[src/hw/rtl/pcf_pkg.sv]
// Shared types, widths, codes and the coefficient decode for the POT FIR filter.
package pcf_pkg;

    localparam int IDX_W    = 8;
    localparam int COEFF_W  = 32;
    localparam int MAG_W    = 16;
    localparam int SAMPLE_W = 16;
    localparam int CEFF_W   = MAG_W + 1;
    localparam int PROD_W   = SAMPLE_W + CEFF_W;
    localparam int OUT_W    = 40;

    localparam logic OP_LOAD   = 1'b0;
    localparam logic OP_SAMPLE = 1'b1;

    typedef enum logic [1:0] {
        ST_IDLE,
        ST_RUN,
        ST_DRAIN,
        ST_HOLD
    } t_state;

    typedef struct packed {
        logic vld;
        logic tap_ok;
        logic first;
        logic last;
    } t_rd_tag;

    typedef struct packed {
        t_rd_tag tag;
        logic    push;
    } t_mac_ctrl;

    typedef struct packed {
        logic done;
        logic out_free;
    } t_mac_stat;

    // Signed-digit weight: magnitude bits with a clear sign bit count +2^b,
    // with a set sign bit -2^b.
    function automatic logic signed [CEFF_W-1:0] pot_coeff(input logic [COEFF_W-1:0] w);
        logic [MAG_W-1:0] pos;
        logic [MAG_W-1:0] neg;
        pos = w[MAG_W-1:0] & ~w[COEFF_W-1:MAG_W];
        neg = w[MAG_W-1:0] &  w[COEFF_W-1:MAG_W];
        return signed'({1'b0, pos}) - signed'({1'b0, neg});
    endfunction

endpackage

[src/hw/rtl/pcf_in_if.sv]
// Input channel: load and sample beats with valid/ready handshake.
interface pcf_in_if import pcf_pkg::*; ();
    logic                       valid;
    logic                       ready;
    logic                       op;
    logic [IDX_W-1:0]           tap_index;
    logic [COEFF_W-1:0]         coeff_word;
    logic signed [SAMPLE_W-1:0] sample;

    modport source (output valid, op, tap_index, coeff_word, sample, input ready);
    modport sink   (input valid, op, tap_index, coeff_word, sample, output ready);
endinterface

[src/hw/rtl/pcf_seq.sv]
// Sequencer: accepts beats, writes the memories and walks the taps one per cycle.
module pcf_seq import pcf_pkg::*; #(
    parameter int TAPS = 256,
    parameter int AW   = 8,
    parameter int FW   = 9
) (
    input  logic                i_clk,
    input  logic                i_rst_n,
    pcf_in_if.sink              i_in,
    input  t_mac_stat           i_stat,
    output logic                o_cw_en,
    output logic [AW-1:0]       o_cw_addr,
    output logic [COEFF_W-1:0]  o_cw_data,
    output logic                o_hw_en,
    output logic [AW-1:0]       o_hw_addr,
    output logic [SAMPLE_W-1:0] o_hw_data,
    output logic                o_rd_en,
    output logic [AW-1:0]       o_c_raddr,
    output logic [AW-1:0]       o_h_raddr,
    output t_mac_ctrl           o_ctrl
);

    t_state        r_state;
    t_state        n_state;
    logic [AW-1:0] r_ptr;
    logic [FW-1:0] r_fill;
    logic [AW-1:0] r_k;
    logic [AW-1:0] r_haddr;
    t_rd_tag       r_tag;

    logic accept;
    logic k_last;
    logic idx_ok;

    assign accept = i_in.valid && i_in.ready;
    assign k_last = (r_k == AW'(TAPS - 1));
    assign idx_ok = (32'(i_in.tap_index) < 32'(TAPS));

    always_comb begin
        n_state = r_state;
        unique case (r_state)
            ST_IDLE: begin
                if (i_in.valid && i_in.op == OP_SAMPLE) n_state = ST_RUN;
            end
            ST_RUN: begin
                if (k_last) n_state = ST_DRAIN;
            end
            ST_DRAIN: begin
                if (i_stat.done) n_state = ST_HOLD;
            end
            ST_HOLD: begin
                if (i_stat.out_free) n_state = ST_IDLE;
            end
            default: n_state = ST_IDLE;
        endcase
    end

    always_comb begin
        i_in.ready  = 1'b0;
        o_rd_en     = 1'b0;
        o_ctrl.tag  = r_tag;
        o_ctrl.push = 1'b0;
        unique case (r_state)
            ST_IDLE:  i_in.ready  = 1'b1;
            ST_RUN:   o_rd_en     = 1'b1;
            ST_DRAIN: ;
            ST_HOLD:  o_ctrl.push = i_stat.out_free;
            default:  ;
        endcase
    end

    assign o_cw_en   = accept && (i_in.op == OP_LOAD) && idx_ok;
    assign o_cw_addr = AW'(i_in.tap_index);
    assign o_cw_data = i_in.coeff_word;
    assign o_hw_en   = accept && (i_in.op == OP_SAMPLE);
    assign o_hw_addr = r_ptr;
    assign o_hw_data = i_in.sample;
    assign o_c_raddr = r_k;
    assign o_h_raddr = r_haddr;

    always_ff @(posedge i_clk) begin
        if (!i_rst_n) begin
            r_state <= ST_IDLE;
            r_ptr   <= '0;
            r_fill  <= '0;
            r_tag   <= '0;
        end else begin
            r_state   <= n_state;
            r_tag.vld <= o_rd_en;
            if (o_hw_en) begin
                r_ptr <= (r_ptr == AW'(TAPS - 1)) ? '0 : r_ptr + 1'b1;
                if (r_fill != FW'(TAPS)) begin
                    r_fill <= r_fill + 1'b1;
                end
            end
            if (o_rd_en) begin
                r_tag.tap_ok <= (FW'(r_k) < r_fill);
                r_tag.first  <= (r_k == '0);
                r_tag.last   <= k_last;
            end
        end
    end

    always_ff @(posedge i_clk) begin
        if (o_hw_en) begin
            r_k     <= '0;
            r_haddr <= r_ptr;
        end else if (o_rd_en) begin
            r_k     <= r_k + 1'b1;
            r_haddr <= (r_haddr == '0) ? AW'(TAPS - 1) : r_haddr - 1'b1;
        end
    end

endmodule

[src/flat_wrapper.sv]
// flat-port wrapper written by rule: the top's interface ports become plain ports
module pcf_seq_flat import pcf_pkg::*;
#(
    parameter int TAPS = 256,
    parameter int AW   = 8,
    parameter int FW   = 9
)
  (i_clk, i_rst_n, i_stat, o_cw_en, o_cw_addr, o_cw_data, o_hw_en, o_hw_addr, o_hw_data, o_rd_en, o_c_raddr, o_h_raddr, o_ctrl, i_in_valid, i_in_op, i_in_tap_index, i_in_coeff_word, i_in_sample, i_in_ready);
  pcf_in_if i_in_i ();
  input  logic i_clk;
  input  logic i_rst_n;
  input  t_mac_stat i_stat;
  output logic o_cw_en;
  output logic [AW-1:0] o_cw_addr;
  output logic [COEFF_W-1:0] o_cw_data;
  output logic o_hw_en;
  output logic [AW-1:0] o_hw_addr;
  output logic [SAMPLE_W-1:0] o_hw_data;
  output logic o_rd_en;
  output logic [AW-1:0] o_c_raddr;
  output logic [AW-1:0] o_h_raddr;
  output t_mac_ctrl o_ctrl;
  input wire logic [$bits(i_in_i.valid)-1:0] i_in_valid;
  input wire logic [$bits(i_in_i.op)-1:0] i_in_op;
  input wire logic [$bits(i_in_i.tap_index)-1:0] i_in_tap_index;
  input wire logic [$bits(i_in_i.coeff_word)-1:0] i_in_coeff_word;
  input wire logic [$bits(i_in_i.sample)-1:0] i_in_sample;
  output wire logic [$bits(i_in_i.ready)-1:0] i_in_ready;
  assign i_in_i.valid = i_in_valid;
  assign i_in_i.op = i_in_op;
  assign i_in_i.tap_index = i_in_tap_index;
  assign i_in_i.coeff_word = i_in_coeff_word;
  assign i_in_i.sample = i_in_sample;
  assign i_in_ready = i_in_i.ready;
  pcf_seq #(.TAPS(TAPS), .AW(AW), .FW(FW)) u_core (.i_clk(i_clk), .i_rst_n(i_rst_n), .i_in(i_in_i), .i_stat(i_stat), .o_cw_en(o_cw_en), .o_cw_addr(o_cw_addr), .o_cw_data(o_cw_data), .o_hw_en(o_hw_en), .o_hw_addr(o_hw_addr), .o_hw_data(o_hw_data), .o_rd_en(o_rd_en), .o_c_raddr(o_c_raddr), .o_h_raddr(o_h_raddr), .o_ctrl(o_ctrl));
endmodule
[config.mk]
export PLATFORM = sky130hd
export DESIGN_NAME = pcf_seq_flat
export DESIGN_NICKNAME = d
export VERILOG_FILES = /design/src/hw/rtl/pcf_pkg.sv /design/src/hw/rtl/pcf_in_if.sv /design/src/hw/rtl/pcf_seq.sv /design/src/flat_wrapper.sv
export SDC_FILE = /design/constraint.sdc
export NUM_CORES = 1
export LEC_CHECK = 0
export ABC_AREA = 1
export BUFFER_PORTS_ARGS = -buffer_cell sky130_fd_sc_hd__buf_2
export CORE_UTILIZATION = 25
export DETAILED_ROUTE_END_ITERATION = 12
export GPL_TIMING_DRIVEN = 0
export PLACE_DENSITY = 0.56
export SYNTH_ARGS = -nofsm -noshare
export SYNTH_HDL_FRONTEND = slang
export SYNTH_SLANG_ARGS = --single-unit
[constraint.sdc]
create_clock -name i_clk -period 2.1 [get_ports i_clk]
set_input_delay 0.315 -clock i_clk [delete_from_list [all_inputs] [get_ports i_clk]]
set_output_delay 0.315 -clock i_clk [all_outputs]
set_load 0.005 [all_outputs]
After elaboration in Yosys (flattened, before gate mapping):

Cells that the tools add are included.

* bits in registers: 39
* memories: 0
* output and inout port bits: 89
* memory bits (read-only): 0
* RAM bits: 0
* bits in latches: 0

* eq/ne operators: 10
* add/sub/neg operators: 4
* shift-type cells: 0
* bitwise logic cells: 1
* multipliers: 0
* divide/modulo/power cells: 0
* multiplexer cells: 12
* magnitude comparators: 1
* reductions and logical operators: 10

Operators by type and width (number)
* $mux W8: 4
* $add A8 B1 Y8 const B: 2
* $eq A8 B8 Y1 const B: 2
* $logic_not A8 Y1: 2
* $add A9 B1 Y9 const B: 1
* $lt A8 B9 Y1: 1
* $ne A9 B9 Y1 const B: 1
* $mux W2: 4
* $pmux W2 S4: 1
* $sub A8 B1 Y8 const B: 1
* $eq A2 B2 Y1 const B: 2
* $logic_and A1 B1 Y1: 4
* $ne A2 B1 Y1 const B: 2
* $ne A2 B2 Y1 const B: 2
* $reduce_and A4 Y1: 1
* $mux W1: 3
* $eq A2 B1 Y1 const B: 1
* $logic_not A2 Y1: 1
* $reduce_and A2 Y1: 1
* $reduce_bool A2 Y1: 1
* $not A1 Y1: 1

Depth between registers and ports, before layout:

* depth in word-level cells: 5
* gate-level depth with buffers: 9

Least setup slack after synthesis:

Ideal clock, no wire load.

* path kind: reg-to-reg
* start point: register u_core.r_state[0]
* end point: register u_core.r_haddr[0], in the netlist u_core.o_h_raddr[0], enable pin
* buffers on the path: 2
* period minus slack after synthesis: 1.627 ns
* required time: 1.771 ns
* cell stages (with the launch flop): 7
* data arrival time: 1.299 ns
* path slack: 0.473 ns
* path through: dfxtp_1 inv_1 ha_1 nand3_2 buf_6 buf_4 nand2_1

* longest elaborated chain between the ends: 5
* elaborated cells on any way between the ends: 7
* classes of those cells: 1 x eq/ne; 2 x mux; 4 x reduce/logical

Ends and longest elaborated chain
* from (decl): line pcf_seq.sv:23 `t_state r_state;`
* from (signal assigned): line pcf_seq.sv:88 `r_state <= n_state;`
* $logic_not A2 Y1: line pcf_seq.sv:63 `unique case (r_state)`
* $mux W1: line pcf_seq.sv:63
* named net i_in_ready: line flat_wrapper.sv:28 `output wire logic [$bits(i_in_i.ready)-1:0] i_in_ready;`
* $logic_and A1 B1 Y1: line pcf_seq.sv:35 `assign accept = i_in.valid && i_in.ready;`
* $logic_and A1 B1 Y1: line pcf_seq.sv:75 `assign o_hw_en = accept && (i_in.op == OP_SAMPLE);`
* $reduce_bool A2 Y1 (no source line)
* to (signal assigned): line pcf_seq.sv:107 `r_haddr <= r_ptr;`
* to (signal assigned): line pcf_seq.sv:110 `r_haddr <= (r_haddr == '0) ? AW'(TAPS - 1) : r_haddr - 1'b1;`
* to (decl): line pcf_seq.sv:28 `logic [AW-1:0] r_haddr;`

The timed path passes the listed nets, and every way through them passes these cells.
A chain may end at the register's enable or synchronous reset.

Worst setup path after layout:

* start point: register u_core.r_state[0]
* end point: output port o_hw_en

* longest elaborated chain between the ends: 4

Ends and longest elaborated chain
* $logic_not A2 Y1: line pcf_seq.sv:63
* $mux W1: line pcf_seq.sv:63
* $logic_and A1 B1 Y1: line pcf_seq.sv:35
* $logic_and A1 B1 Y1: line pcf_seq.sv:75
* to (decl): line flat_wrapper.sv:16 `output logic o_hw_en;`

No other way between the ends.

==> metrics.md <==
| Metric | Value |
|---|---|
| Outcome | `complete, no violations` |
| Number of filler instances in the final layout | `1218` |
| Synth area leaders | `dfxtp_1 22%, buf_4 15%, nand2_1 11%` |
| Multiplexer share of the synthesized area | `0%` |
| Synthesized net count | `between 400 and 500` |
| Measured slew at the worst slew-check pin | `334.6 ps` |
| Number of rows in the core area | `38` |
| Routability congestion estimate | `between 0.7 and 0.8` |
| Depth of the worst register-to-register path | `6` |
| Max-cap viol count | `0` |
| Initial core utilization | `25.99%` |
| Pins Over Slew Limit | `0` |
| Data arrival at the endpoint of the critical path | `1620 ps` |
| Post-synth cell types | `31` |
| H-tree depth | `2` |
| Mean routed wirelength per cell | `10.74 um` |
| Leak Pwr | `1.849 nW` |
| Total of flip-flops plus latches after synthesis | `39` |
| Mean number of vias per cell | `~4.3` |
| Yosys Warn Count | `0` |
| Worst slew margin relative to its limit | `between 70% and 80%` |
| Master cell of the clock root buffer | `clkbuf_16` |
| Maximum root-to-sink buffer count | `2` |
| Number of cells upsized or downsized after cts | `0` |
| Nets@finish | `579` |
| Final worst path period need | `1933 ps` |
| Post-synthesis compound-gate area fraction | `9.031%` |
| Mapped Area | `about 2900 sq um` |
| RSZ-0062 raised after global routing | `no` |
| Placed cell count | `about 630` |
| First-pass GRT wire length | `10.76 mm` |
| Clock latency of the later-clocked register in the worst-skew pair | `around 280 ps` |
| Mean area per synthesized cell | `7.153 sq um` |
| Post-CTS setup buffer count | `0` |
| Share of Yosys cell area claimed by the top area cell type | `21.74%` |
| Fraction of layout instances using a drive strength above 1 | `36.60%` |
| Endpoint of the worst setup timing path | `o_hw_en` |
| Highest net fanout along the worst path | `10` |
| Total DRC errors in the routed layout | `0` |
| Via count of the first global-routing pass | `about 2400` |
| Fin. Hold Viols | `0` |
| Start-to-end type of the worst setup path | `reg2out` |
| Worst R2R End | `u_core.o_h_raddr[5]` |
| Cts hold-fix bufs | `0` |
| Required time of the worst setup path | `1780 ps` |
| Top-Level Pins | `between 150 and 200` |
| Total Power | `roughly 3.1 mW` |
| Post-route insts no fill | `640` |
| Worst IR drop on VDD | `between 0.4 and 0.5 mV` |
| Antenna violations before repair | `0` |
| Sum of overflow across all layers after global routing | `0` |
| Hold depth | `3` |
| TritonCTS clock tree | `done` |
| Share of the synthesized netlist area taken by xor and xnor gates | `2.455%` |
| Endpoints failing setup | `0` |
| # port buffers | `93` |
| Detail Route Antenna Nets | `0` |
| Detailed Route WL | `6.875 mm` |
| Die Height | `roughly 110 um` |
| Adder-cell area share of the yosys netlist | `7.891%` |
| Largest family of logic cells by synthesized area | `simple AND/OR/NAND/NOR gates` |
| Leading area contributor after synthesis | `dfxtp_1` |
| Reg2reg setup slack | `about 270 ps` |
| Class of the tightest hold or removal check | `in2reg` |
| Largest net degree at the start of global routing | `13` |
| Share of the yosys chip area belonging to registers | `around 30%` |
| Area growth from synthesis to layout | `28.54%` |
| ANT cells | `0` |
| Worst Skew | `5.289 ps` |
| Clock net sink count | `39` |
| CTS Buf Count | `5` |
| Power per standard cell area | `851.4 nW/um^2` |
| CTS clk-pin slew, worst paths | `60 ps` |
| Category of the worst setup path capture point | `output pin` |
| Placed wire-length estimate | `5.462 mm` |
| First drt pass iteration count | `4` |
| Die area | `11850 sq um` |
| Total vias in the final route | `~2800` |
| Fin Setup TNS | `0 ps` |
| Fin crit share | `just over 90%` |
| Post-synthesis simple-gate area fraction | `28.06%` |
| Mapped Cells | `approximately 400` |
| Iteration-0 DRC Markers | `140` |
| Fmax | `517.4 MHz` |
| Die W | `108.8 um` |
| Critical path startpoint | `u_core.r_state[0]` |
| Core region area | `10980 sq um` |
| GRT Overall Usage | `11.70%` |
| Worst R2R Start | `u_core.r_state[0]` |
| Type of element launching the critical path | `register` |
==> power breakdown <==
part | internal [mW] | switching (mW)
Sequential | 0.973 | 0.159
Combinational | 0.517 | 0.629
Clock | 0.554 | 0.291
Total | 2.04 | 1.08
==> cell families (layout without fill, tap and decap cells) <==
family	Yosys count	in the layout
AOI/OAI and AO/OA	44	44
xor gates and xnor gates	8	8
adders and majority gates	18	18
buffers and inverters	109	210
DFF	39	39
and+or+nand+nor	181	181
==> stage by stage <==
stage	hold WS [ps]	worst slack (ps)	util (%)	cell area [sq um]
floorplan	459.8	472.7	-	2854
global placement	478.3	230.8	31.82	3495
detailed placement	486.2	208.8	31.82	3495
CTS	353.9	32.21	33.31	3659
global route	380.4	64.72	33.40	3669
finish	356.7	167.4	33.40	3669
==> layout make-up <==
cell class / instances / area, sq um / share of cell area, %
multi-input combinational: 251 / 1361 / 37.11
sequential: 39 / 860.8 / 23.47
timing repair buffer: 93 / 465.4 / 12.69
clock buffer: 5 / 125.1 / 3.411
tap: 140 / 175.2 / 4.775
inverter: 46 / 175.2 / 4.775
buffer: 63 / 466.7 / 12.72
clock inverter: 3 / 38.79 / 1.057
==> registers in the layout, summed over array words and instances, names as in the netlist <==
register	cells
u_core.r_state	2
u_core.o_ctrl	4
u_core.o_c_raddr	8
u_core.r_fill	9
u_core.o_hw_addr	8
u_core.o_h_raddr	8
==> synthesized netlist by cell type, drive strengths merged <==
master,count
buf,63
nor2,51
a21oi,28
a21boi,1
nor3,4
dfxtp,31
nand3,23
nand2,91
inv,46
o21a,1
nand4,9
edfxtp,8
nand3b,1
o21ai,13
ha,18
xor2,6
xnor2,2
a22oi,1
and3,2
==> layer usage <==
| layer | global-route usage, % | wire length [um] | vias up |
|---|---|---|---|
| li1 | - | - | 1415 |
| met1 | 14.18 | 2977 | 1221 |
| met2 | 20.48 | 3322 | 111 |
| met3 | 2.152 | 463 | 12 |
| met4 | 4.344 | 111 | 0 |
| met5 | 0 | 0 | - |
==> cells in the final DEF, fill, tap and decap left out, types with 9 or more instances in the layout <==
cell and n:
inv_1 42, dfxtp_1 31, nor2_1 48, o21ai_0 12
a21oi_1 22, ha_1 18, buf_2 97, nand2_1 86
buf_4 58, nand4_1 9, nand3_1 22
==> worst min path at each step <==
| stage | endpoint | from | slack, ps |
|---|---|---|---|
| global placement | u_core.o_ctrl[3] | u_core.o_ctrl[3] | 480 |
| global route | u_core.o_hw_addr[6] | i_rst_n | 380 |
| finish | u_core.r_state[1] | i_rst_n | 360 |
| detailed placement | u_core.o_ctrl[3] | u_core.o_ctrl[3] | 490 |
| floorplan | u_core.o_ctrl[3] | u_core.o_ctrl[3] | 460 |
| CTS | u_core.r_state[1] | i_rst_n | 350 |
==> critical path, cell delays in order, from the launching register on <==
cell     delay (ps)
dfxtp_1         340
inv_1            90
ha_1            280
nand3_4         160
inv_4           120
buf_4           210
buf_2           140
(Power assumes the default switching activity.)
