[src/hw/rtl/pcf_pkg.sv]
// Shared types, widths, codes and the coefficient decode for the POT FIR filter.
package pcf_pkg;

    localparam int IDX_W    = 8;
    localparam int COEFF_W  = 32;
    localparam int MAG_W    = 16;
    localparam int SAMPLE_W = 16;
    localparam int CEFF_W   = MAG_W + 1;
    localparam int PROD_W   = SAMPLE_W + CEFF_W;
    localparam int OUT_W    = 40;

    localparam logic OP_LOAD   = 1'b0;
    localparam logic OP_SAMPLE = 1'b1;

    typedef enum logic [1:0] {
        ST_IDLE,
        ST_RUN,
        ST_DRAIN,
        ST_HOLD
    } t_state;

    typedef struct packed {
        logic vld;
        logic tap_ok;
        logic first;
        logic last;
    } t_rd_tag;

    typedef struct packed {
        t_rd_tag tag;
        logic    push;
    } t_mac_ctrl;

    typedef struct packed {
        logic done;
        logic out_free;
    } t_mac_stat;

    // Signed-digit weight: magnitude bits with a clear sign bit count +2^b,
    // with a set sign bit -2^b.
    function automatic logic signed [CEFF_W-1:0] pot_coeff(input logic [COEFF_W-1:0] w);
        logic [MAG_W-1:0] pos;
        logic [MAG_W-1:0] neg;
        pos = w[MAG_W-1:0] & ~w[COEFF_W-1:MAG_W];
        neg = w[MAG_W-1:0] &  w[COEFF_W-1:MAG_W];
        return signed'({1'b0, pos}) - signed'({1'b0, neg});
    endfunction

endpackage

[src/hw/rtl/pcf_out_if.sv]
// Output channel: filter result beats with valid/ready handshake.
interface pcf_out_if import pcf_pkg::*; ();
    logic                    valid;
    logic                    ready;
    logic signed [OUT_W-1:0] filtered;

    modport source (output valid, filtered, input ready);
    modport sink   (input valid, filtered, output ready);
endinterface

[src/hw/rtl/pcf_mac.sv]
// Multiply-accumulate datapath and output register.
module pcf_mac import pcf_pkg::*; (
    input  logic                       i_clk,
    input  logic                       i_rst_n,
    input  t_mac_ctrl                  i_ctrl,
    input  logic [COEFF_W-1:0]         i_coeff,
    input  logic signed [SAMPLE_W-1:0] i_hist,
    pcf_out_if.source                  o_out,
    output t_mac_stat                  o_stat
);

    logic signed [CEFF_W-1:0] coef;
    logic signed [PROD_W-1:0] prod;
    logic signed [OUT_W-1:0]  prod_ext;

    logic signed [PROD_W-1:0] r_prod;
    logic                     r_pvld;
    logic                     r_pfirst;
    logic                     r_plast;
    logic signed [OUT_W-1:0]  r_acc;
    logic                     r_done;
    logic                     r_out_vld;
    logic signed [OUT_W-1:0]  r_out;

    assign coef     = pot_coeff(i_coeff);
    assign prod     = PROD_W'(i_hist) * PROD_W'(coef);
    assign prod_ext = OUT_W'(r_prod);

    always_ff @(posedge i_clk) begin
        if (!i_rst_n) begin
            r_pvld    <= 1'b0;
            r_done    <= 1'b0;
            r_out_vld <= 1'b0;
        end else begin
            r_pvld <= i_ctrl.tag.vld;
            r_done <= r_pvld && r_plast;
            if (i_ctrl.push) begin
                r_out_vld <= 1'b1;
            end else if (o_out.ready) begin
                r_out_vld <= 1'b0;
            end
        end
    end

    always_ff @(posedge i_clk) begin
        if (i_ctrl.tag.vld) begin
            r_prod   <= i_ctrl.tag.tap_ok ? prod : '0;
            r_pfirst <= i_ctrl.tag.first;
            r_plast  <= i_ctrl.tag.last;
        end
        if (r_pvld) begin
            r_acc <= r_pfirst ? prod_ext : r_acc + prod_ext;
        end
        if (i_ctrl.push) begin
            r_out <= r_acc;
        end
    end

    assign o_out.valid     = r_out_vld;
    assign o_out.filtered  = r_out;
    assign o_stat.done     = r_done;
    assign o_stat.out_free = !r_out_vld || o_out.ready;

endmodule

[src/flat_wrapper.sv]
// flat-port wrapper written by rule: the top's interface ports become plain ports
module pcf_mac_flat import pcf_pkg::*;
  (i_clk, i_rst_n, i_ctrl, i_coeff, i_hist, o_stat, o_out_valid, o_out_filtered, o_out_ready);
  pcf_out_if o_out_i ();
  input  logic i_clk;
  input  logic i_rst_n;
  input  t_mac_ctrl i_ctrl;
  input  logic [COEFF_W-1:0] i_coeff;
  input  logic signed [SAMPLE_W-1:0] i_hist;
  output t_mac_stat o_stat;
  output wire logic [$bits(o_out_i.valid)-1:0] o_out_valid;
  output wire logic [$bits(o_out_i.filtered)-1:0] o_out_filtered;
  input wire logic [$bits(o_out_i.ready)-1:0] o_out_ready;
  assign o_out_valid = o_out_i.valid;
  assign o_out_filtered = o_out_i.filtered;
  assign o_out_i.ready = o_out_ready;
  pcf_mac u_core (.i_clk(i_clk), .i_rst_n(i_rst_n), .i_ctrl(i_ctrl), .i_coeff(i_coeff), .i_hist(i_hist), .o_out(o_out_i), .o_stat(o_stat));
endmodule
[config.mk]
export PLATFORM = sky130hd
export DESIGN_NAME = pcf_mac_flat
export DESIGN_NICKNAME = d
export VERILOG_FILES = /design/src/hw/rtl/pcf_pkg.sv /design/src/hw/rtl/pcf_out_if.sv /design/src/hw/rtl/pcf_mac.sv /design/src/flat_wrapper.sv
export SDC_FILE = /design/constraint.sdc
export NUM_CORES = 1
export LEC_CHECK = 0
export BUFFER_PORTS_ARGS = -buffer_cell sky130_fd_sc_hd__buf_2
export CORE_MARGIN = 2
export CORE_UTILIZATION = 65
export CTS_BUF_LIST = sky130_fd_sc_hd__clkbuf_4
export CTS_CLUSTER_DIAMETER = 120
export DETAILED_ROUTE_END_ITERATION = 6
export PLACE_DENSITY = 0.84
export REMOVE_ABC_BUFFERS = 1
export SLEW_MARGIN = 5
export SYNTH_ARGS = -nofsm -noshare
export SYNTH_HDL_FRONTEND = slang
export SYNTH_SLANG_ARGS = --single-unit
export TNS_END_PERCENT = 30
[constraint.sdc]
create_clock -name i_clk -period 23.6 [get_ports i_clk]
set_clock_uncertainty 0.05 [all_clocks]
set_input_delay 1.18 -clock i_clk [delete_from_list [all_inputs] [get_ports i_clk]]
set_output_delay 1.18 -clock i_clk [all_outputs]
set_load 0.05 [all_outputs]
; After elaboration in Yosys (flattened, before gate mapping)
; Cells that the tools add are included.
[op_classes]
addsub = 2
n_mul = 1
n_mux = 3
bitwise_logic = 3
n_reduce_logical = 4
[ops]
columns = op, count
row1 = 40-bit by 33-bit adder with 40-bit output, 1
row2 = 40-bit 2-to-1 mux, 1
row3 = 16-bit by 17-bit multiplier with 33-bit output, 1
row4 = 16-bit AND, 2
row5 = 16-bit by 16-bit subtractor with 17-bit output, 1
row6 = 16-bit NOT, 1
row7 = 1-bit 2-to-1 mux, 2
row8 = 2-bit nonzero test, 1
row9 = 1-bit logical AND, 1
row10 = 1-bit zero test, 1
row11 = 1-bit logical OR, 1
[totals]
regBits = 118
input_bits = 56
out_inout_bits = 43
wordCells = 21

; Logic depth before layout (Yosys ltp)
; Gate-level depths: netlist (run 1).
[logic_depth]
ltp_word = 4
mapped_depth = 33
ltp_nobuf = 31

; Worst setup path before layout (run 1)
; OpenSTA, ideal clock, no wires.
[synth_timing]
path_kind = input-to-reg
startpoint = input i_coeff[1]
endpoint = register u_core.r_prod[32] (data pin)
setup_time_ns = 0.261
arrival_time_ns = 8.485
required_ns = 23.289
slack_ns = 14.804
path_stages = 29
cell_sequence = nand3b_2 > a311oi_2 > o31a_1 > o31a_1 > o21a_4 > o21ai_4 > a2111oi_4 > or3_4 > buf_2 > nand3_1 > fa_1 > fa_1 > inv_1 > fa_1 > fa_1 > fa_1 > inv_1 > fa_1 > inv_1 > ha_1 > clkbuf_1 > and3_1 > nand2_1 > nor2_1 > and4b_1 > o41ai_2 > o21ai_0 > a21oi_1 > a311o_1
[synth_via]
elab_chain_cells = 3
[synth_rtl]
columns = item, line
row1 = "start, declared", flat_wrapper.sv:8  ; input logic [COEFF_W-1:0] i_coeff;
row2 = "16-bit AND, on equally long branches", "pcf_pkg.sv:44, pcf_pkg.sv:45"
row3 = 16-bit by 16-bit subtractor with 17-bit output *, pcf_pkg.sv:46  ; return signed'({1'b0, pos}) - signed'({1'b0, neg});
row4 = 16-bit by 17-bit multiplier with 33-bit output *, pcf_mac.sv:26  ; assign prod = PROD_W'(i_hist) * PROD_W'(coef);
row5 = "end signal, assigned", pcf_mac.sv:47  ; r_prod <= i_ctrl.tag.tap_ok ? prod : '0;
row6 = "end, declared", pcf_mac.sv:16  ; logic signed [PROD_W-1:0] r_prod;
; Mark *: on every way between the ends. The rest lies on a longest branch, timed or not.
; A chain may end at the register's enable or synchronous reset.

; Worst setup path in the final report (run 1)
[layout_timing]
startpoint = input i_coeff[0]
endpoint = register u_core.r_prod[32] (data pin)
; Same word-level chain as after synthesis.

==> impl_metrics.csv, run 1 <==
group,metric,value,unit
run_status,run_status,"finished clean",
critical_path,timing_worst_setup_path_type,"input pin to flop",
synth,synthesis.instances,1810,
synth,post_synth_fa_ha_maj_area_fraction,0.407,
synth,netlist.top_cell.by_area,"sky130_fd_sc_hd__fa_1",
grt,grt.overflow.total,0,
clock_tree,clk_latency,520,ps
clock_tree,clkSlewWorstSetupHoldPaths,110,ps
timing,tightest_slew,1280,ps
placed_design,io_buffer_count,98,
detailed_routing,detail_route.vias_per_cell,5.69,
detailed_routing,detail_route.first_pass.iterations,5,
timing,setup_repair_after_global_routing_missed_its_margin,"no",
synth,synth.yosys.seq_area_share,0.202,
synth,post_synth_num_cell_types,72,
timing,totalNegativeSetupSlack,0,ps
synth,ranking_of_synthesized_cells_by_instance_count,"sky130_fd_sc_hd__inv_1, sky130_fd_sc_hd__fa_1, sky130_fd_sc_hd__nand2_1",
floorplan,die_height,168,µm
timing,final_period_minus_worst_setup_slack,9320,ps
critical_path,endpoint_kind,"flop",
timing,timing.final.setup_violations,0,
clock_tree,htreeDepth,4,
synth,yosys_most_used_dff,"sky130_fd_sc_hd__edfxtp_1",
clock_tree,cts_num_sinks,118,
detailed_routing,detailedRoute.firstIterationViolations,791,
detailed_routing,drc,0,
timing,max_freq,107,MHz
clock_tree,clock-root-buffer,"sky130_fd_sc_hd__clkbuf_4",
detailed_routing,routed_wire_length_per_instance,16.2,µm
clock_tree,postCtsHoldBufs,0,
placed_design,place.gp.congestion,0.908,
synth,synth.area.mux_share,0.00834,
clock_tree,clockBufferDepth,2,
clock_tree,cts_tree,"built",
final_layout,multiInputGateArea,0.0123,mm²
synth,yosys.area.top_type_share,0.320,
final_layout,final.fill_count,1966,
synth,synth_edf_count,115,
timing,hold_viol_final,0,
grt,number_of_global_route_vias_before_repair,13300,
floorplan,total_die_area,0.0281,mm²
detailed_routing,antenna_left,0,
grt,grt_first_pass_wirelength,61900,µm
final_layout,ff_latch_area,0.00351,mm²
critical_path,worst-endpoint-arrival,9540,ps
synth,post_synth_and_or_nand_nor_area_fraction,0.153,
job,timing.max_cap.violations,0,
synth,yosys.area_share.xor_xnor,0.0317,
clock_tree,numCtsBuffers,17,
final_layout,drive_gt1_frac,0.0846,
synth,asyncSetResetFlopFracSynth,0,
detailed_routing,finalWirelength,35900,µm
floorplan,initial_utilization,0.664,
grt,antenna_found_initial,1,
detailed_routing,vias,12600,
final_layout,nNetsFinal,2323,
synth,mappedNetlistArea,0.0174,mm²
floorplan,std_cell_rows,59,
synth,netlist_top_cells_area,"sky130_fd_sc_hd__fa_1, sky130_fd_sc_hd__edfxtp_1, sky130_fd_sc_hd__ha_1, sky130_fd_sc_hd__inv_1, sky130_fd_sc_hd__and2_1",
synth,combinational_family_with_the_most_area_after_synthesis,"adder cells",
critical_path,startpoint_type,"input pin",
synth,synth.ff_latch_count,118,
timing,final.period_utilization,0.395,
final_layout,synthToLayoutAreaGrowth,5.78,%
floorplan,die_x,168,µm
critical_path,worst-endpoint-required,23820,ps
min_path,min_path_type,"flop to flop",
timing,final-max-slew-violation-count,0,
clock_tree,post_cts_resize_count,0,
timing,maxSlewHeadroom,0.145,
synth,avgSynthCellArea,9.62,µm²
floorplan,coreArea,0.0262,mm²
synth,synthMostInstantiatedCell,"sky130_fd_sc_hd__inv_1",
synth,yosysWarningCount,0,
critical_path,highest_net_fanout_along_the_worst_path,22,
floorplan,number_of_placed_i_o_pins,99,
synth,synth_compound_gate_area_share,0.107,
clock_tree,cts.repair_timing.setup_buffer_count,0,
grt,largest_net_degree_at_the_start_of_global_routing,74,
grt,grt_usage,0.271,
placed_design,hpwl_detailed,29000,µm
[per-stage QoR]
stage	util	worst slack (ps)	instance area, µm²	hold WS (ps)	instances
after floorplan	-	14870	17100	383	1738
after global placement	0.691	14030	18100	391	2183
after detailed placement	0.691	13800	18100	393	2183
after CTS	0.703	14360	18400	420	2215
after global routing	0.703	13790	18400	428	2216
final	0.703	14280	18400	416	2216
[layer usage]
metal  up-vias  GRT usage  share of wire
met5         -          0              0
met4         0     0.0813          0.019
met3        69     0.0359          0.063
met2       451      0.471           0.49
met1      6162      0.357           0.42
li1       5935          -              -
[cell type report]
cell class,count,share of cell area
Sequential cell,118,0.191
Clock buffer,20,0.00815
Timing Repair Buffer,110,0.0315
Inverter,337,0.0687
Tap cell,335,0.0228
Antenna cell,1,0.000136
Clock inverter,12,0.00863
Multi-Input combinational cell,1283,0.669
[worst max-delay path, stage by stage]
cell                        delay (ps)
sky130_fd_sc_hd__buf_2             300
sky130_fd_sc_hd__nand3b_2          140
sky130_fd_sc_hd__a311oi_2          340
sky130_fd_sc_hd__o31a_1            240
sky130_fd_sc_hd__o31a_1            200
sky130_fd_sc_hd__o21a_4            170
sky130_fd_sc_hd__o21ai_4            90
sky130_fd_sc_hd__a2111oi_4         610
sky130_fd_sc_hd__or3_4             370
sky130_fd_sc_hd__nand3_1           150
sky130_fd_sc_hd__fa_1              760
sky130_fd_sc_hd__fa_1              480
sky130_fd_sc_hd__inv_1             380
sky130_fd_sc_hd__fa_1              530
sky130_fd_sc_hd__fa_1              530
sky130_fd_sc_hd__fa_1              490
sky130_fd_sc_hd__inv_1              50
sky130_fd_sc_hd__fa_1              470
sky130_fd_sc_hd__inv_1              40
sky130_fd_sc_hd__ha_1              400
sky130_fd_sc_hd__and3_1            220
sky130_fd_sc_hd__nand2_1            60
sky130_fd_sc_hd__nor2_1            120
sky130_fd_sc_hd__and4b_1           290
sky130_fd_sc_hd__o41ai_2           120
sky130_fd_sc_hd__o21ai_0           350
sky130_fd_sc_hd__a21oi_1           120
sky130_fd_sc_hd__a311o_1           330
[placed cells by master, fill, tap and decap left out, types with 5 or more instances in the layout]
cell	n
sky130_fd_sc_hd__inv_1	337
sky130_fd_sc_hd__fa_1	278
sky130_fd_sc_hd__nand2_1	182
sky130_fd_sc_hd__and2_1	134
sky130_fd_sc_hd__ha_1	122
sky130_fd_sc_hd__edfxtp_1	115
sky130_fd_sc_hd__buf_2	98
sky130_fd_sc_hd__a21oi_1	74
sky130_fd_sc_hd__nor2_1	62
sky130_fd_sc_hd__o21ai_0	52
sky130_fd_sc_hd__a21o_1	43
sky130_fd_sc_hd__xnor2_1	40
sky130_fd_sc_hd__nand3_1	39
sky130_fd_sc_hd__and3_1	28
sky130_fd_sc_hd__xor2_1	23
sky130_fd_sc_hd__clkbuf_4	20
sky130_fd_sc_hd__nor2b_1	19
sky130_fd_sc_hd__nor3_1	18
sky130_fd_sc_hd__nand2b_1	17
sky130_fd_sc_hd__o21a_1	16
sky130_fd_sc_hd__a211oi_1	12
sky130_fd_sc_hd__buf_4	12
sky130_fd_sc_hd__o31ai_1	11
sky130_fd_sc_hd__o21bai_1	11
sky130_fd_sc_hd__mux2i_1	10
sky130_fd_sc_hd__o211ai_1	7
sky130_fd_sc_hd__a211o_1	6
sky130_fd_sc_hd__nand4_1	6
sky130_fd_sc_hd__o31a_1	5
sky130_fd_sc_hd__a21boi_0	5
[cell families after synthesis]
logic type      count (synthesis)
xor+xnor                       63
buf+inv                       409
mux                            14
compound gates                278
fa+ha+maj                     400
flops                         118
simple gates                  528
[state kept, by name (all words and copies together), names as in the netlist]
name	flops
u_core.r_acc	40
u_core.r_done	1
u_core.o_out.valid	1
u_core.r_prod	33
u_core.o_out.filtered	40
u_core.r_plast	1
u_core.r_pvld	1
u_core.r_pfirst	1
[final timing paths]
| path | from | endpoint | slack, ps | cells past startpoint |
|---|---|---|---|---|
| worst max-delay path | i_coeff[0] | u_core.r_prod[32]$_SDFFCE_PN0P_ | 14280 | 28 |
| worst min-delay path | u_core.r_acc[37]$_DFFE_PP_ | u_core.o_out.filtered[37]$_DFFE_PP_ | 420 | 0 |
| worst max register to register | u_core.r_acc[23]$_DFFE_PP_ | u_core.r_acc[36]$_DFFE_PP_ | 20320 | 9 |
| worst min register to register | u_core.r_acc[37]$_DFFE_PP_ | u_core.o_out.filtered[37]$_DFFE_PP_ | 420 | 0 |
Power of run 1 is not shown: default switching activity piles up to over one toggle a cycle in this logic, so the estimate is an artifact.
==> inputs of run 2 (changes only) <==
- ABC_AREA: default -> 1
- CORE_UTILIZATION: 65 -> 59
- PLACE_DENSITY: 0.84 -> 0.8
- clock period: 23.6 -> 8.2 ns (I/O delays scaled with it)
==> impl_metrics.csv, run 2 <==
group,metric,value,unit
clock_tree,htreeDepth,4,
clock_tree,cts_tree,"built",
synth,synth.yosys.seq_area_share,0.185,
run_status,run_status,"complete, but fails checks",
final_layout,final.fill_count,2842,
final_layout,synthToLayoutAreaGrowth,5.85,%
floorplan,number_of_placed_i_o_pins,99,
clock_tree,clkSlewWorstSetupHoldPaths,130,ps
critical_path,endpoint_kind,"flop",
grt,grt_first_pass_wirelength,86000,µm
clock_tree,cts.repair_timing.setup_buffer_count,0,
clock_tree,clock-root-buffer,"sky130_fd_sc_hd__clkbuf_4",
timing,hold_viol_final,0,
synth,netlist.top_cell.by_area,"sky130_fd_sc_hd__fa_1",
timing,maxSlewHeadroom,0.224,
timing,final-max-slew-violation-count,0,
timing,max_freq,147,MHz
placed_design,place.gp.congestion,1.01,
floorplan,total_die_area,0.0336,mm²
critical_path,regToRegStartpoint,"u_core.r_acc[0]$_DFFE_PP_",
grt,number_of_global_route_vias_before_repair,17100,
grt,grt.overflow.total,0,
clock_tree,numCtsBuffers,17,
critical_path,worst-endpoint-arrival,7080,ps
critical_path,critical-path-top-cell-by-count,"sky130_fd_sc_hd__fa_1",
detailed_routing,detail_route.vias_per_cell,5.47,
timing,timing.final.setup_violations,0,
timing,setup_repair_after_global_routing_missed_its_margin,"no",
final_layout,mostFrequentLayoutCell,"sky130_fd_sc_hd__nand2_1",
placed_design,io_buffer_count,98,
synth,yosys_most_used_dff,"sky130_fd_sc_hd__edfxtp_1",
clock_tree,clockBufferDepth,2,
floorplan,die_height,183,µm
floorplan,die_x,183,µm
timing,tightest_slew,1160,ps
detailed_routing,finalWirelength,52300,µm
critical_path,startpoint_type,"input pin",
critical_path,timing_worst_setup_path_type,"input pin to flop",
critical_path,r2r_cells,15,
final_layout,layout_common_cells,"sky130_fd_sc_hd__nand2_1, sky130_fd_sc_hd__inv_1, sky130_fd_sc_hd__nor2_1",
final_layout,drive_gt1_frac,0.0832,
critical_path,slowest_stage,"sky130_fd_sc_hd__fa_1",
synth,netlist_top_cells_area,"sky130_fd_sc_hd__fa_1, sky130_fd_sc_hd__edfxtp_1, sky130_fd_sc_hd__nand2_1, sky130_fd_sc_hd__inv_1, sky130_fd_sc_hd__ha_1",
grt,grt_usage,0.329,
detailed_routing,detailedRoute.firstIterationViolations,1343,
min_path,min_path_type,"input pin to flop",
synth,mappedNetlistArea,0.0189,mm²
synth,synth_edf_count,115,
detailed_routing,antenna_left,0,
synth,asyncSetResetFlopFracSynth,0,
final_layout,nNetsFinal,3027,
floorplan,coreArea,0.0316,mm²
critical_path,timing.reg2reg.setup_slack,5240,ps
grt,largest_net_degree_at_the_start_of_global_routing,42,
synth,synth.ff_latch_count,118,
critical_path,worst-endpoint-required,8480,ps
floorplan,initial_utilization,0.600,
detailed_routing,routed_wire_length_per_instance,17.5,µm
run_status,violations,"DRC",
synth,post_synth_num_cell_types,47,
synth,synthesis.instances,2487,
critical_path,r2r-end,"u_core.r_acc[22]$_DFFE_PP_",
grt,antenna_found_initial,2,
detailed_routing,vias,16400,
critical_path,highest_net_fanout_along_the_worst_path,16,
synth,yosys.area.top_type_share,0.294,
critical_path,setup.worst_path.start,"i_coeff[0]",
synth,avgSynthCellArea,7.62,µm²
detailed_routing,detail_route.first_pass.iterations,7,
placed_design,hpwl_detailed,44300,µm
timing,totalNegativeSetupSlack,0,ps
synth,synthMostInstantiatedCell,"sky130_fd_sc_hd__nand2_1",
clock_tree,cts_num_sinks,118,
timing,final.period_utilization,0.829,
timing,final_period_minus_worst_setup_slack,6790,ps
synth,yosysWarningCount,0,
critical_path,critical_path.endpoint,"u_core.r_prod[26]$_SDFFCE_PN0P_",
job,timing.max_cap.violations,0,
critical_path,critical_path.max_stage_delay,750,ps
detailed_routing,drc,13,
floorplan,std_cell_rows,65,
synth,ranking_of_synthesized_cells_by_instance_count,"sky130_fd_sc_hd__nand2_1, sky130_fd_sc_hd__inv_1, sky130_fd_sc_hd__nor2_1",
clock_tree,clk_latency,550,ps
## run 2: cell count changes after synthesis, sizes merged, moves of 17 or more
| cell | before | now |
|---|---|---|
| nand2 | 182 | 718 |
| inv | 337 | 566 |
| nor2 | 62 | 287 |
| and2 | 134 | 0 |
| nand3 | 39 | 104 |
| a21o | 43 | 7 |
| xnor2 | 40 | 6 |
| clkbuf | 62 | 31 |
| and3 | 28 | 1 |
| nand4 | 6 | 26 |
| nor2b | 19 | 0 |
| nand2b | 17 | 0 |
## run 2: layer usage
metal,vias to the layer above,part of all wire,wire length (µm),GRT usage
li1,7682,-,-,-
met1,7830,0.39,20500,0.399
met2,673,0.50,25900,0.586
met3,166,0.063,3310,0.0401
met4,2,0.048,2530,0.152
met5,-,0.00034,18,0
## run 2: timing repair
item / 4_1_cts / 5_1_grt
hold buffers: 3 / 0
endpoints found under the hold margin: 3 / 0
resized for setup: 0 / 0
## run 2: layout make-up
class | count | area [µm²] | area share
Antenna cell | 1 | 2.50 | 0.000125
Clock buffer | 18 | 135 | 0.00674
Clock inverter | 14 | 104 | 0.00518
Inverter | 570 | 2150 | 0.107
Multi-Input combinational cell | 1762 | 13100 | 0.654
Sequential cell | 118 | 3510 | 0.175
Tap cell | 402 | 503 | 0.0251
Timing Repair Buffer | 102 | 528 | 0.0263
## run 2: logic make-up (layout without fill, tap and decap cells)
family,count (synthesis),in the layout,share of synthesized area
xor+xnor,13,13,0.00680
flops,118,118,0.185
fa+ha+maj,400,400,0.374
simple gates,1186,1186,0.262
compound gates,163,163,0.0495
other cells,0,1,0
buf+inv,607,704,0.122
## run 2: worst max-delay path: cells and delay by family
kind	cells	cell delay [ps]
buffers and inverters	5	760
adders and majority gates	7	3590
and+or+nand+nor	14	1310
AOI/OAI and AO/OA	4	1000
## run 2: how the worst min path moves through the flow
stage                          startpoint                                   to  slack [ps]  depth (start not counted)
4_1_cts                       o_out_ready      u_core.o_out.valid$_SDFFE_PN0P_          40                          4
5_1_grt                       o_out_ready      u_core.o_out.valid$_SDFFE_PN0P_          50                          4
6_report                      o_out_ready      u_core.o_out.valid$_SDFFE_PN0P_          60                          4
3_3_place_gp   u_core.r_acc[29]$_DFFE_PP_  u_core.o_out.filtered[29]$_DFFE_PP_         400                          0
3_5_place_dp   u_core.r_acc[31]$_DFFE_PP_  u_core.o_out.filtered[31]$_DFFE_PP_         400                          0
2_1_floorplan   u_core.r_acc[0]$_DFFE_PP_   u_core.o_out.filtered[0]$_DFFE_PP_         380                          0
## run 2: metrics by stage
step | setup WS [ps] | hold slack [ps] | area, µm² | utilization | std cells
after floorplan | 1900 | 383 | 18800 | - | 2450
after global placement | 932 | 396 | 19800 | 0.627 | 2951
after detailed placement | 803 | 399 | 19800 | 0.627 | 2951
after CTS | 1400 | 39.2 | 20000 | 0.635 | 2986
after global routing | 950 | 49.7 | 20000 | 0.635 | 2987
final | 1410 | 58.8 | 20000 | 0.635 | 2987
Power of run 2 is left out for the same reason.
